--- src/sv/assert_macros.svh ---
// Assertion macros shared by the parser RTL.
`ifndef ASSERT_MACROS_SVH
`define ASSERT_MACROS_SVH

// Antecedent implies consequent in the same cycle.
`define CMSP_ASSERT_IMP(label, clk, rstn, ante, cons) \
    label: assert property (@(posedge clk) disable iff (!(rstn)) (ante) |-> (cons)) \
        else $error("cmsp assertion failed");

// Antecedent implies consequent in the following cycle.
`define CMSP_ASSERT_NEXT(label, clk, rstn, ante, cons) \
    label: assert property (@(posedge clk) disable iff (!(rstn)) (ante) |=> (cons)) \
        else $error("cmsp assertion failed");

`endif

--- src/sv/cmsp_pkg.sv ---
// Types and constants shared by the CoAP message stream parser.
package cmsp_pkg;

    localparam int unsigned CMSP_FIFO_DEPTH = 4;
    localparam int unsigned S_TDATA_W       = 8;
    localparam int unsigned M_TDATA_W       = 72;
    localparam int unsigned M_TUSER_W       = 3;

    typedef enum logic [2:0] {
        EV_HEADER   = 3'd0,
        EV_TOKEN    = 3'd1,
        EV_OPTION   = 3'd2,
        EV_OPT_BYTE = 3'd3,
        EV_PAYLOAD  = 3'd4,
        EV_COMPLETE = 3'd5,
        EV_ERROR    = 3'd6
    } event_kind_t;

    typedef enum logic [6:0] {
        PH_IDLE      = 7'b0000001,
        PH_TOKEN     = 7'b0000010,
        PH_OPTHDR    = 7'b0000100,
        PH_DELTA_EXT = 7'b0001000,
        PH_LEN_EXT   = 7'b0010000,
        PH_VALUE     = 7'b0100000,
        PH_PAYLOAD   = 7'b1000000
    } phase_t;

    typedef struct packed {
        phase_t      phase;
        logic [31:0] header_shift;
        logic [1:0]  header_count;
        logic [3:0]  token_left;
        logic [15:0] option_sum;
        logic [15:0] delta_work;
        logic [15:0] length_work;
        logic [1:0]  ext_left;
        logic [15:0] value_left;
        logic        discarding;
    } parse_state_t;

    localparam parse_state_t PARSE_STATE_RESET = '{
        phase:        PH_IDLE,
        header_shift: 32'h0,
        header_count: 2'd0,
        token_left:   4'd0,
        option_sum:   16'h0,
        delta_work:   16'h0,
        length_work:  16'h0,
        ext_left:     2'd0,
        value_left:   16'h0,
        discarding:   1'b0
    };

    typedef struct packed {
        event_kind_t kind;
        logic [1:0]  msg_type;
        logic [7:0]  msg_code;
        logic [15:0] message_id;
        logic [3:0]  token_length;
        logic [15:0] option_number;
        logic [15:0] option_length;
        logic [7:0]  out_byte;
        logic        last;
    } result_t;

    typedef struct packed {
        logic [1:0] count;
        result_t    res0;
        result_t    res1;
    } result_pair_t;

endpackage

--- src/sv/cmsp_decoder.sv ---
// Per-byte decode: next parser state and up to two result items for one byte.
module cmsp_decoder (
    input  cmsp_pkg::parse_state_t cur,
    input  logic [7:0]             data_byte,
    input  logic                   last_byte,
    output cmsp_pkg::parse_state_t nxt,
    output cmsp_pkg::result_pair_t pair
);
    import cmsp_pkg::*;

    function automatic logic type_code_ok(input logic [1:0] t, input logic [7:0] c);
        case (c) inside
            8'd0:                    return (t == 2'd2) || (t == 2'd3);
            [8'd1:8'd4]:             return (t == 2'd0) || (t == 2'd1);
            [8'd65:8'd69], [8'd128:8'd134], 8'd140, 8'd141, 8'd143, [8'd160:8'd165]:
                                     return t != 2'd3;
            default:                 return 1'b0;
        endcase
    endfunction

    function automatic logic option_ok(input logic [15:0] num, input logic [15:0] delta,
                                       input logic [15:0] len);
        logic rep;
        rep = (delta == 16'h0);
        if (num > 16'd255) begin
            return 1'b1;
        end
        case (num[7:0]) inside
            8'd5:                  return (len == 16'h0) && !rep;
            8'd4:                  return (len != 16'h0) && (len <= 16'd8);
            8'd1:                  return len <= 16'd8;
            8'd7, 8'd12, 8'd17:    return (len <= 16'd2) && !rep;
            8'd6:                  return (len <= 16'd3) && !rep;
            8'd14, 8'd60:          return (len <= 16'd4) && !rep;
            8'd3, 8'd39:           return (len != 16'h0) && (len <= 16'd255) && !rep;
            8'd8, 8'd11, 8'd15, 8'd20: return len <= 16'd255;
            8'd35:                 return (len != 16'h0) && (len <= 16'd1034) && !rep;
            default:               return 1'b0;
        endcase
    endfunction

    logic        do_start;
    logic        do_finish;
    logic        term_fail;
    logic        term_done;
    logic        e_valid;
    event_kind_t e_kind;
    logic [15:0] e_num;
    logic [15:0] e_len;
    logic [7:0]  e_byte;
    logic [15:0] ext_b;
    logic [15:0] num;
    logic [31:0] hs;
    logic [31:0] hs_eff;
    logic        hdr_good;
    logic        hdr_valid;
    logic        has_term;
    result_t     base;
    result_t     emit_res;
    result_t     term_res;

    always_comb begin
        nxt       = cur;
        do_start  = 1'b0;
        do_finish = 1'b0;
        term_fail = 1'b0;
        term_done = 1'b0;
        e_valid   = 1'b0;
        e_kind    = EV_HEADER;
        e_num     = 16'h0;
        e_len     = 16'h0;
        e_byte    = 8'h0;
        hdr_good  = 1'b0;
        num       = 16'h0;
        ext_b     = (cur.ext_left == 2'd2) ? {data_byte, 8'h00} : {8'h00, data_byte};
        hs        = {cur.header_shift[23:0], data_byte};

        if (cur.discarding) begin
            if (last_byte) begin
                nxt = PARSE_STATE_RESET;
            end
        end else begin
            unique case (cur.phase)
                PH_IDLE: begin
                    nxt.header_shift = hs;
                    if (cur.header_count != 2'd3) begin
                        nxt.header_count = cur.header_count + 2'd1;
                        term_fail        = last_byte;
                    end else begin
                        nxt.header_count = 2'd0;
                        if ((hs[31:30] != 2'b01) || !type_code_ok(hs[29:28], hs[23:16]) ||
                            (hs[27:24] > 4'd8)) begin
                            term_fail = 1'b1;
                        end else begin
                            hdr_good       = 1'b1;
                            nxt.token_left = hs[27:24];
                            nxt.option_sum = 16'h0;
                            nxt.phase      = (hs[27:24] != 4'd0) ? PH_TOKEN : PH_OPTHDR;
                            e_valid        = 1'b1;
                            e_kind         = EV_HEADER;
                            if (last_byte) begin
                                if (hs[27:24] != 4'd0) begin
                                    term_fail = 1'b1;
                                end else begin
                                    term_done = 1'b1;
                                end
                            end
                        end
                    end
                end
                PH_TOKEN: begin
                    e_valid        = 1'b1;
                    e_kind         = EV_TOKEN;
                    e_byte         = data_byte;
                    nxt.token_left = cur.token_left - 4'd1;
                    if (nxt.token_left == 4'd0) begin
                        nxt.phase = PH_OPTHDR;
                        term_done = last_byte;
                    end else begin
                        term_fail = last_byte;
                    end
                end
                PH_OPTHDR: begin
                    if (data_byte == 8'hFF) begin
                        nxt.phase = PH_PAYLOAD;
                        term_done = last_byte;
                    end else if (data_byte[7:4] == 4'hF) begin
                        term_fail = 1'b1;
                    end else begin
                        nxt.length_work = {12'h0, data_byte[3:0]};
                        if (data_byte[7:4] < 4'd13) begin
                            nxt.delta_work = {12'h0, data_byte[7:4]};
                            do_start       = 1'b1;
                        end else begin
                            nxt.delta_work = (data_byte[7:4] == 4'd13) ? 16'd13 : 16'd269;
                            nxt.ext_left   = (data_byte[7:4] == 4'd13) ? 2'd1 : 2'd2;
                            nxt.phase      = PH_DELTA_EXT;
                            term_fail      = last_byte;
                        end
                    end
                end
                PH_DELTA_EXT: begin
                    nxt.delta_work = cur.delta_work + ext_b;
                    nxt.ext_left   = cur.ext_left - 2'd1;
                    if (nxt.ext_left == 2'd0) begin
                        do_start = 1'b1;
                    end else begin
                        term_fail = last_byte;
                    end
                end
                PH_LEN_EXT: begin
                    nxt.length_work = cur.length_work + ext_b;
                    nxt.ext_left    = cur.ext_left - 2'd1;
                    if (nxt.ext_left == 2'd0) begin
                        do_finish = 1'b1;
                    end else begin
                        term_fail = last_byte;
                    end
                end
                PH_VALUE: begin
                    e_valid        = 1'b1;
                    e_kind         = EV_OPT_BYTE;
                    e_num          = cur.option_sum;
                    e_len          = cur.length_work;
                    e_byte         = data_byte;
                    nxt.value_left = cur.value_left - 16'd1;
                    if (nxt.value_left == 16'h0) begin
                        nxt.phase = PH_OPTHDR;
                        term_done = last_byte;
                    end else begin
                        term_fail = last_byte;
                    end
                end
                PH_PAYLOAD: begin
                    e_valid   = 1'b1;
                    e_kind    = EV_PAYLOAD;
                    e_byte    = data_byte;
                    term_done = last_byte;
                end
                default: begin
                    term_fail = 1'b1;
                end
            endcase

            if (do_start) begin
                if (nxt.length_work[3:0] < 4'd13) begin
                    nxt.length_work = {12'h0, nxt.length_work[3:0]};
                    do_finish       = 1'b1;
                end else if (nxt.length_work[3:0] == 4'hF) begin
                    term_fail = 1'b1;
                end else begin
                    nxt.ext_left    = (nxt.length_work[3:0] == 4'd13) ? 2'd1 : 2'd2;
                    nxt.length_work = (nxt.length_work[3:0] == 4'd13) ? 16'd13 : 16'd269;
                    nxt.phase       = PH_LEN_EXT;
                    term_fail       = last_byte;
                end
            end

            if (do_finish) begin
                num = nxt.option_sum + nxt.delta_work;
                if (!option_ok(num, nxt.delta_work, nxt.length_work)) begin
                    term_fail = 1'b1;
                end else begin
                    nxt.option_sum = num;
                    e_valid        = 1'b1;
                    e_kind         = EV_OPTION;
                    e_num          = num;
                    e_len          = nxt.length_work;
                    if (nxt.length_work == 16'h0) begin
                        nxt.phase = PH_OPTHDR;
                        term_done = last_byte;
                    end else begin
                        nxt.value_left = nxt.length_work;
                        nxt.phase      = PH_VALUE;
                        term_fail      = last_byte;
                    end
                end
            end

            if (term_fail || term_done) begin
                nxt            = PARSE_STATE_RESET;
                nxt.discarding = term_fail && !last_byte;
            end
        end
    end

    // Header fields are reported once a header has been accepted, zero before that.
    assign hdr_valid = (cur.phase != PH_IDLE) || hdr_good;
    assign hs_eff    = (cur.phase == PH_IDLE) ? hs : cur.header_shift;
    assign has_term  = term_fail || term_done;

    always_comb begin
        base               = '0;
        base.kind          = EV_HEADER;
        base.msg_type      = hdr_valid ? hs_eff[29:28] : 2'd0;
        base.msg_code      = hdr_valid ? hs_eff[23:16] : 8'h0;
        base.message_id    = hdr_valid ? hs_eff[15:0]  : 16'h0;
        base.token_length  = hdr_valid ? hs_eff[27:24] : 4'd0;

        emit_res               = base;
        emit_res.kind          = e_kind;
        emit_res.option_number = e_num;
        emit_res.option_length = e_len;
        emit_res.out_byte      = e_byte;
        emit_res.last          = !has_term;

        term_res      = base;
        term_res.kind = term_fail ? EV_ERROR : EV_COMPLETE;
        term_res.last = 1'b1;

        pair.count = {1'b0, e_valid} + {1'b0, has_term};
        pair.res0  = e_valid ? emit_res : term_res;
        pair.res1  = term_res;
    end

endmodule

--- src/sv/cmsp_result_fifo.sv ---
// Result queue that takes zero, one or two result items per cycle and hands out one.
module cmsp_result_fifo #(
    parameter int unsigned Depth = cmsp_pkg::CMSP_FIFO_DEPTH
) (
    input  logic                   aclk,
    input  logic                   aresetn,
    input  logic                   wr_en,
    input  cmsp_pkg::result_pair_t wr_pair,
    input  logic                   rd_ready,
    output logic                   rd_valid,
    output cmsp_pkg::result_t      rd_data,
    output logic                   room_two
);
    import cmsp_pkg::*;

    localparam int unsigned PtrW = (Depth > 1) ? $clog2(Depth) : 1;
    localparam int unsigned CntW = $clog2(Depth + 1);

    function automatic logic [PtrW-1:0] ptr_inc(input logic [PtrW-1:0] p);
        return (p == PtrW'(Depth - 1)) ? '0 : p + 1'b1;
    endfunction

    result_t        mem [Depth];
    logic [PtrW-1:0] wr_ptr_reg, wr_ptr_next;
    logic [PtrW-1:0] rd_ptr_reg, rd_ptr_next;
    logic [CntW-1:0] count_reg, count_next;
    logic [1:0]      push;
    logic            pop;

    assign push     = wr_en ? wr_pair.count : 2'd0;
    assign pop      = rd_valid && rd_ready;
    assign rd_valid = (count_reg != '0);
    assign rd_data  = mem[rd_ptr_reg];
    assign room_two = (count_reg <= CntW'(Depth - 2));

    always_comb begin
        wr_ptr_next = wr_ptr_reg;
        if (push == 2'd1) begin
            wr_ptr_next = ptr_inc(wr_ptr_reg);
        end else if (push == 2'd2) begin
            wr_ptr_next = ptr_inc(ptr_inc(wr_ptr_reg));
        end
        rd_ptr_next = pop ? ptr_inc(rd_ptr_reg) : rd_ptr_reg;
        count_next  = count_reg + CntW'(push) - CntW'(pop);
    end

    always_ff @(posedge aclk) begin
        if (push != 2'd0) begin
            mem[wr_ptr_reg] <= wr_pair.res0;
        end
        if (push == 2'd2) begin
            mem[ptr_inc(wr_ptr_reg)] <= wr_pair.res1;
        end
    end

    always_ff @(posedge aclk) begin
        if (!aresetn) begin
            wr_ptr_reg <= '0;
            rd_ptr_reg <= '0;
            count_reg  <= '0;
        end else begin
            wr_ptr_reg <= wr_ptr_next;
            rd_ptr_reg <= rd_ptr_next;
            count_reg  <= count_next;
        end
    end

endmodule

--- src/sv/coap_message_stream_parser_unit.sv ---
// CoAP datagram byte parser: header, token, option and payload events with syntax checks.
//
// One datagram byte enters per transfer on the s_ side, with s_tlast on its final byte.
// Each byte is registered, decoded combinationally against the parser state, and its
// result items are written to a result queue of FifoDepth entries that drives the m_ side.
// Bytes are taken back to back at one per cycle while the queue has room for two results.
// The first result of a byte is offered on the m_ side once the byte has passed the input
// register and the result is in the queue. A byte that yields two results (any other
// event followed by a completion or error event) needs two output transfers, and the
// input is stalled only when the queue has fewer than two free entries. After a syntax
// error, the rest of the datagram is swallowed without results.
`include "assert_macros.svh"

module coap_message_stream_parser_unit #(
    parameter int unsigned FifoDepth = cmsp_pkg::CMSP_FIFO_DEPTH
) (
    input  logic                            aclk,
    input  logic                            aresetn,
    input  logic                            s_tvalid,
    output logic                            s_tready,
    input  logic [cmsp_pkg::S_TDATA_W-1:0]  s_tdata,   // [7:0] data_byte
    input  logic                            s_tlast,   // last_byte
    output logic                            m_tvalid,
    input  logic                            m_tready,
    // [1:0] msg_type, [9:2] msg_code, [25:10] message_id, [29:26] token_length,
    // [45:30] option_number, [61:46] option_length, [69:62] out_byte, [71:70] zero
    output logic [cmsp_pkg::M_TDATA_W-1:0]  m_tdata,
    output logic [cmsp_pkg::M_TUSER_W-1:0]  m_tuser,   // [2:0] event_kind
    output logic                            m_tlast    // last_of_run
);
    import cmsp_pkg::*;

    logic         in_valid_reg, in_valid_next;
    logic [7:0]   in_data_reg;
    logic         in_last_reg;
    parse_state_t state_reg;
    parse_state_t state_next;
    result_pair_t pair;
    result_t      head;
    logic         room_two;
    logic         proceed;

    assign proceed       = in_valid_reg && room_two;
    assign s_tready      = !in_valid_reg || proceed;
    assign in_valid_next = s_tready ? s_tvalid : in_valid_reg;

    always_ff @(posedge aclk) begin
        if (s_tvalid && s_tready) begin
            in_data_reg <= s_tdata[7:0];
            in_last_reg <= s_tlast;
        end
    end

    always_ff @(posedge aclk) begin
        if (!aresetn) begin
            in_valid_reg <= 1'b0;
            state_reg    <= PARSE_STATE_RESET;
        end else begin
            in_valid_reg <= in_valid_next;
            if (proceed) begin
                state_reg <= state_next;
            end
        end
    end

    cmsp_decoder u_decoder (
        .cur       (state_reg),
        .data_byte (in_data_reg),
        .last_byte (in_last_reg),
        .nxt       (state_next),
        .pair      (pair)
    );

    cmsp_result_fifo #(
        .Depth (FifoDepth)
    ) u_result_fifo (
        .aclk     (aclk),
        .aresetn  (aresetn),
        .wr_en    (proceed),
        .wr_pair  (pair),
        .rd_ready (m_tready),
        .rd_valid (m_tvalid),
        .rd_data  (head),
        .room_two (room_two)
    );

    assign m_tdata = {2'b00, head.out_byte, head.option_length, head.option_number,
                      head.token_length, head.message_id, head.msg_code, head.msg_type};
    assign m_tuser = head.kind;
    assign m_tlast = head.last;

    `CMSP_ASSERT_IMP(a_discard_silent, aclk, aresetn,
        proceed && state_reg.discarding, pair.count == 2'd0)
    `CMSP_ASSERT_IMP(a_pair_ends_run, aclk, aresetn, proceed && pair.count == 2'd2,
        pair.res1.kind == EV_COMPLETE || pair.res1.kind == EV_ERROR)
    `CMSP_ASSERT_IMP(a_single_is_last, aclk, aresetn,
        proceed && pair.count == 2'd1, pair.res0.last)
    `CMSP_ASSERT_NEXT(a_result_shows, aclk, aresetn,
        proceed && pair.count != 2'd0, m_tvalid)

endmodule

--- config.mk ---
export PLATFORM = sky130hd
export DESIGN_NAME = coap_message_stream_parser_unit
export DESIGN_NICKNAME = d
export VERILOG_FILES = /design/src/sv/cmsp_pkg.sv /design/src/sv/cmsp_decoder.sv /design/src/sv/cmsp_result_fifo.sv /design/src/sv/coap_message_stream_parser_unit.sv
export VERILOG_INCLUDE_DIRS = /design/src /design/src/sv
export SDC_FILE = /design/constraint.sdc
export NUM_CORES = 1
export LEC_CHECK = 0
export BUFFER_PORTS_ARGS = -buffer_cell sky130_fd_sc_hd__buf_2
export CORE_AREA = 2 2 277 279
export CTS_CLUSTER_DIAMETER = 100
export DETAILED_ROUTE_END_ITERATION = 10
export DIE_AREA = 0 0 279 281
export MAX_ROUTING_LAYER = met4
export RECOVER_POWER = 25
export SLEW_MARGIN = 20
export SYNTH_ARGS = -nofsm -noshare
export SYNTH_HDL_FRONTEND = slang
export SYNTH_SLANG_ARGS = --single-unit
--- constraint.sdc ---
create_clock -name aclk -period 8.7 [get_ports aclk]
set_input_delay 1.74 -clock aclk [delete_from_list [all_inputs] [get_ports aclk]]
set_output_delay 1.74 -clock aclk [all_outputs]
set_load 0.02 [all_outputs]
## Word-level counts from Yosys, hierarchy flattened

Memory sizes are Yosys's and may differ from the RTL's. A register that Yosys moved wholly into a read port is not among the register bits.
Cells that the tools add are included.

| word-level totals | value |
|---|---|
| register bits | 127 |
| bits in writable memories | 296 |
| logic and storage cells | 305 |
| memories | 1 |

| cells by class | value |
|---|---|
| $add $sub $neg | 13 |
| order comparisons | 19 |
| equal/unequal tests | 47 |
| mux-type cells | 155 |
| reductions and logical operators | 54 |

Memories:

| memory | depth | bits a word | read ports | clocked after Yosys merged registers in | wr ports | RTL line | text |
|---|---|---|---|---|---|---|---|
| u_result_fifo.mem | 4 | 74 | 1 | 1 | 2 | cmsp_result_fifo.sv:23 | `result_t mem [Depth];` |

Operators with widths:

| operator | number |
|---|---|
| $mux W16 | 22 |
| $mux W112 | 3 |
| $mux W34 | 3 |
| $mux W7 | 12 |
| $mux W74 | 1 |
| $mux W1 | 72 |
| $pmux W16 S2 | 2 |
| $mux W18 | 3 |
| $add A16 B16 Y16 | 3 |
| $logic_not A16 Y1 | 3 |
| $eq A8 B4 Y1 const B | 5 |
| $mux W20 | 2 |
| $eq A8 B3 Y1 const B | 4 |
| $eq A8 B8 Y1 const B | 4 |
| $le A16 B2 Y1 const B | 2 |
| $mux W2 | 15 |
| $mux W30 | 1 |
| $pmux W7 S4 | 1 |
| $eq A8 B6 Y1 const B | 3 |
| $mux W8 | 3 |
| $mux W9 | 2 |
| $logic_and A1 B1 Y1 | 17 |
| $eq A4 B4 Y1 const B | 4 |
| $eq A8 B5 Y1 const B | 2 |
| 61 further kinds | 99 |

## Logic depth before layout (Yosys ltp)

| logic depth | value |
|---|---|
| word-level depth | 40 |
| depth in mapped cells | 34 |

## Hierarchy

From an unflattened synthesis, not the netlist that was laid out.

| second synthesis, totals | value |
|---|---|
| cell total of the unflattened synthesis | 2591 |
| area, all modules | 27497.6 µm² |

By module, submodules not included:

| module | instances | cells an instance | area an instance (µm²) | sequential area each (µm²) |
|---|---|---|---|---|
| cmsp_result_fifo | 1 | 787 | 14859.3 | 9068.7 |
| cmsp_decoder | 1 | 1275 | 8016.4 | 0.0 |
| coap_message_stream_parser_unit | 1 | 529 | 4621.9 | 2532.4 |

## Least setup slack after synthesis

Ideal clock, no wire load.

| timing | value |
|---|---|
| path kind | register -> register |
| start | register state_reg[17] in the netlist's numbering |
| end | memory u_result_fifo.mem[0][41] in the netlist's numbering (data pin) |
| arrival | 7525 ps |
| path slack | 910 ps |
| cell stages (with the launch flop) | 34 |
| clock period less this slack | 7790 ps |
| path through | dfxtp_1 -> inv_1 -> ha_1 -> clkbuf_1 -> nor2b_1 -> fa_1 -> a211oi_1 -> o21bai_1 -> a21oi_1 -> xor2_1 -> o21ai_0 -> ha_1 -> clkbuf_1 -> a21o_1 -> a21o_1 -> a22o_1 -> a21oi_1 -> xor2_1 -> or4b_1 -> or4_1 -> a31oi_2 -> a21o_1 -> a31oi_2 -> buf_2 -> ha_1 -> nand2_1 -> inv_1 -> ha_1 -> clkbuf_1 -> a21oi_1 -> inv_1 -> nand2_1 -> clkbuf_1 -> nor2_1 |

RTL lines:

| element | RTL line | text |
|---|---|---|
| from (decl) | coap_message_stream_parser_unit.sv:36 | `parse_state_t state_reg;` |
| from (signal assigned) | coap_message_stream_parser_unit.sv:61 | `state_reg <= state_next;` |
| to (decl) | cmsp_result_fifo.sv:23 |  |

==> metrics <==
status=complete, but fails checks; failing checks=max-capacitance violations, max-slew violations; worst-margin pin slew=2.56 ns; Routed wire per std cell=22.1 um; FF+latch count, synth=425; Worst Skew=0.0290 ns; Highest Signal Layer=met4; Remaining DRCs=0; Slew HR=-70.4%; Clock transition at path regs=0.06 ns; Longest Clk Path Bufs=3; cts-stage hold buffer count=0; crit end category=flop; # clock sinks=425; cell leakage power=0.00906 uW; H-Tree Depth=2; slowest CP cell=or4_1; PortBufs=88; Vias/cell=5.70; NumNets Final=2290; I/O pin cnt=91; Area growth syn-to-layout=13.3%; Root Buffer=clkbuf_16; die width=279 um; hold-critical path depth=1; Worst Hold Path EP=u_result_fifo.mem[0][39]$_SDFFE_PP0N_; final wirelength=71100 um; setup violators final=0; synthesized area=0.0224 mm2; post-CTS setup repair buffer count=0; CP dominant cell by count=ha_1; via count=18400; Critical Path Source Type=flop; die area=0.0784 mm2; Tcrit/Tclk final=94.0%; Reg2Reg Depth=31; final hold viol count=0; Post-synth top flop=dfxtp_1; post-CTS resize count=0; Pins Over Slew Limit=194; most frequent cells in the layout=dfxtp_1 (287), nor2_1 (256), a22o_1 (179); first-pass GRT wire length=109000 um; vias in the first global route=18000; Post-Syn Instances=2166; initial antenna violation count=3; Final HPWL DP=50300 um; Met1 Wirelength=31300 um; unrepaired setup endpoints after global routing=no; Pwr Density=187 mW/mm2; hold crit path type=reg -> reg; GRT overflow=0; Async SR Flop Fraction=0%; CTS Buf Count=43; final total power=4730 uW; fin crit period=8.18 ns; DR pass1 iterations=5; Placeable Area=0.0754 mm2; gr usage total=18.4%; Max VDD drop=0.000118 V; crit path DAT=8.60 ns; critical path's largest stage delay=0.62 ns; Mapped Avg Cell Area=10.3 um2; Seq/Total Area, Yosys=44.1%; WS Path Type=reg -> reg; reg2reg start=state_reg[17]$_SDFFE_PN0P_; maximum clock rate=122 MHz; ANT nets after route=0; Post-synth EDFFs=137; Placer Congestion=0.964; RR Endpoint=u_result_fifo.mem[1][49]$_DFFE_PP_; Max-cap violations=5; largest net degree at the start of global routing=48; Clock Latency Late Sink=0.59 ns; YS warnings=0; metal2 WL=33100 um; crit-path max FO=30; synth unique cells=103; routed wl met3=4590 um; max reg flops=296; starting density of the core=29.7%; initial DRC count=1724; flop2flop setup slack=0.52 ns; CTS tree=yes; Cell Rows=101; hold_sp=u_result_fifo.mem[0][39]$_SDFFE_PP0N_; ratio of cells with drive above 1 in the final layout=12.0%; Final TNS setup=0 ns; die height=281 um; worst path required time=9.12 ns; commonest non-fill, non-tap cell in the layout=dfxtp_1
## worst max-delay path by stage
stage	start	cells after the start	slack, ns	end
floorplan	state_reg[17]$_SDFFE_PN0P_	33	0.91	u_result_fifo.mem[0][41]$_DFFE_PP_
global route	state_reg[17]$_SDFFE_PN0P_	31	0.03	u_result_fifo.mem[1][62]$_DFFE_PP_
global placement	state_reg[17]$_SDFFE_PN0P_	28	0.43	u_result_fifo.mem[2][5]$_SDFFE_PP0N_
finish	state_reg[17]$_SDFFE_PN0P_	31	0.52	u_result_fifo.mem[1][49]$_DFFE_PP_
detailed placement	state_reg[17]$_SDFFE_PN0P_	28	0.25	u_result_fifo.mem[2][2]$_SDFFE_PP0N_
CTS	state_reg[17]$_SDFFE_PN0P_	28	0.22	u_result_fifo.mem[2][2]$_SDFFE_PP0N_
## stage by stage
stage / cells / setup slack (ns) / hold slack (ns) / area [um2] / utilization, %
floorplan: 2167 / 0.910 / 0.437 / 22400 / -
global placement: 3140 / 0.433 / 0.446 / 23900 / 31.7
detailed placement: 3140 / 0.248 / 0.454 / 23900 / 31.7
CTS: 3219 / 0.219 / 0.469 / 25500 / 33.8
global route: 3221 / 0.0277 / 0.484 / 25400 / 33.6
finish: 3221 / 0.522 / 0.466 / 25400 / 33.6
## per-layer routing
metal / GRT usage (%) / vias up
met5: - / -
met4: 6.20 / 0
met3: 2.69 / 109
met2: 29.3 / 665
met1: 24.0 / 9228
li1: - / 8351
## final cells by class
class | count | area (um2)
multi-input cells | 1537 | 11700
repair buffers | 151 | 802
flip-flops and latches | 425 | 9880
well taps | 978 | 1220
fillers | 7545 | 50100
diodes | 2 | 5.00
clock inverters | 18 | 265
clock buffers | 61 | 1310
inverters | 49 | 184
## report_power, final
part	total [uW]	switching [uW]	internal (uW)
Combinational	545	342	203
Sequential	2140	61.0	2080
Clock	2050	815	1230
## cell usage after synthesis, drive strengths merged, types with 49 or more instances
library cell | n | area, um2
ha | 66 | 826
o21ai | 85 | 440
mux4 | 74 | 1670
a21oi | 105 | 529
a22o | 179 | 1570
inv | 49 | 184
edfxtp | 137 | 4110
buf | 60 | 338
nand2 | 129 | 487
nor2 | 259 | 980
dfxtp | 288 | 5770
clkbuf | 96 | 360
## cell families after synthesis
logic type | Yosys count | synth area share [%]
buf+inv | 205 | 3.94
compound gates | 672 | 23.1
simple gates | 630 | 13.6
other cells | 1 | 0.0168
xor+xnor | 48 | 1.88
fa+ha+maj | 70 | 4.05
flops | 425 | 44.1
mux | 115 | 9.29
## critical path: cells and delay by family (launching register included)
family | cells | cell delay, ns
AND/OR/NAND/NOR | 7 | 1.81
XOR/XNOR | 2 | 0.48
buffers and inverters | 5 | 0.98
flip-flops | 1 | 0.36
AO/OA/AOI/OAI | 11 | 2.40
adder cells (fa/ha/maj) | 6 | 1.96
No activity file was read; power rests on OpenSTA's default activity.
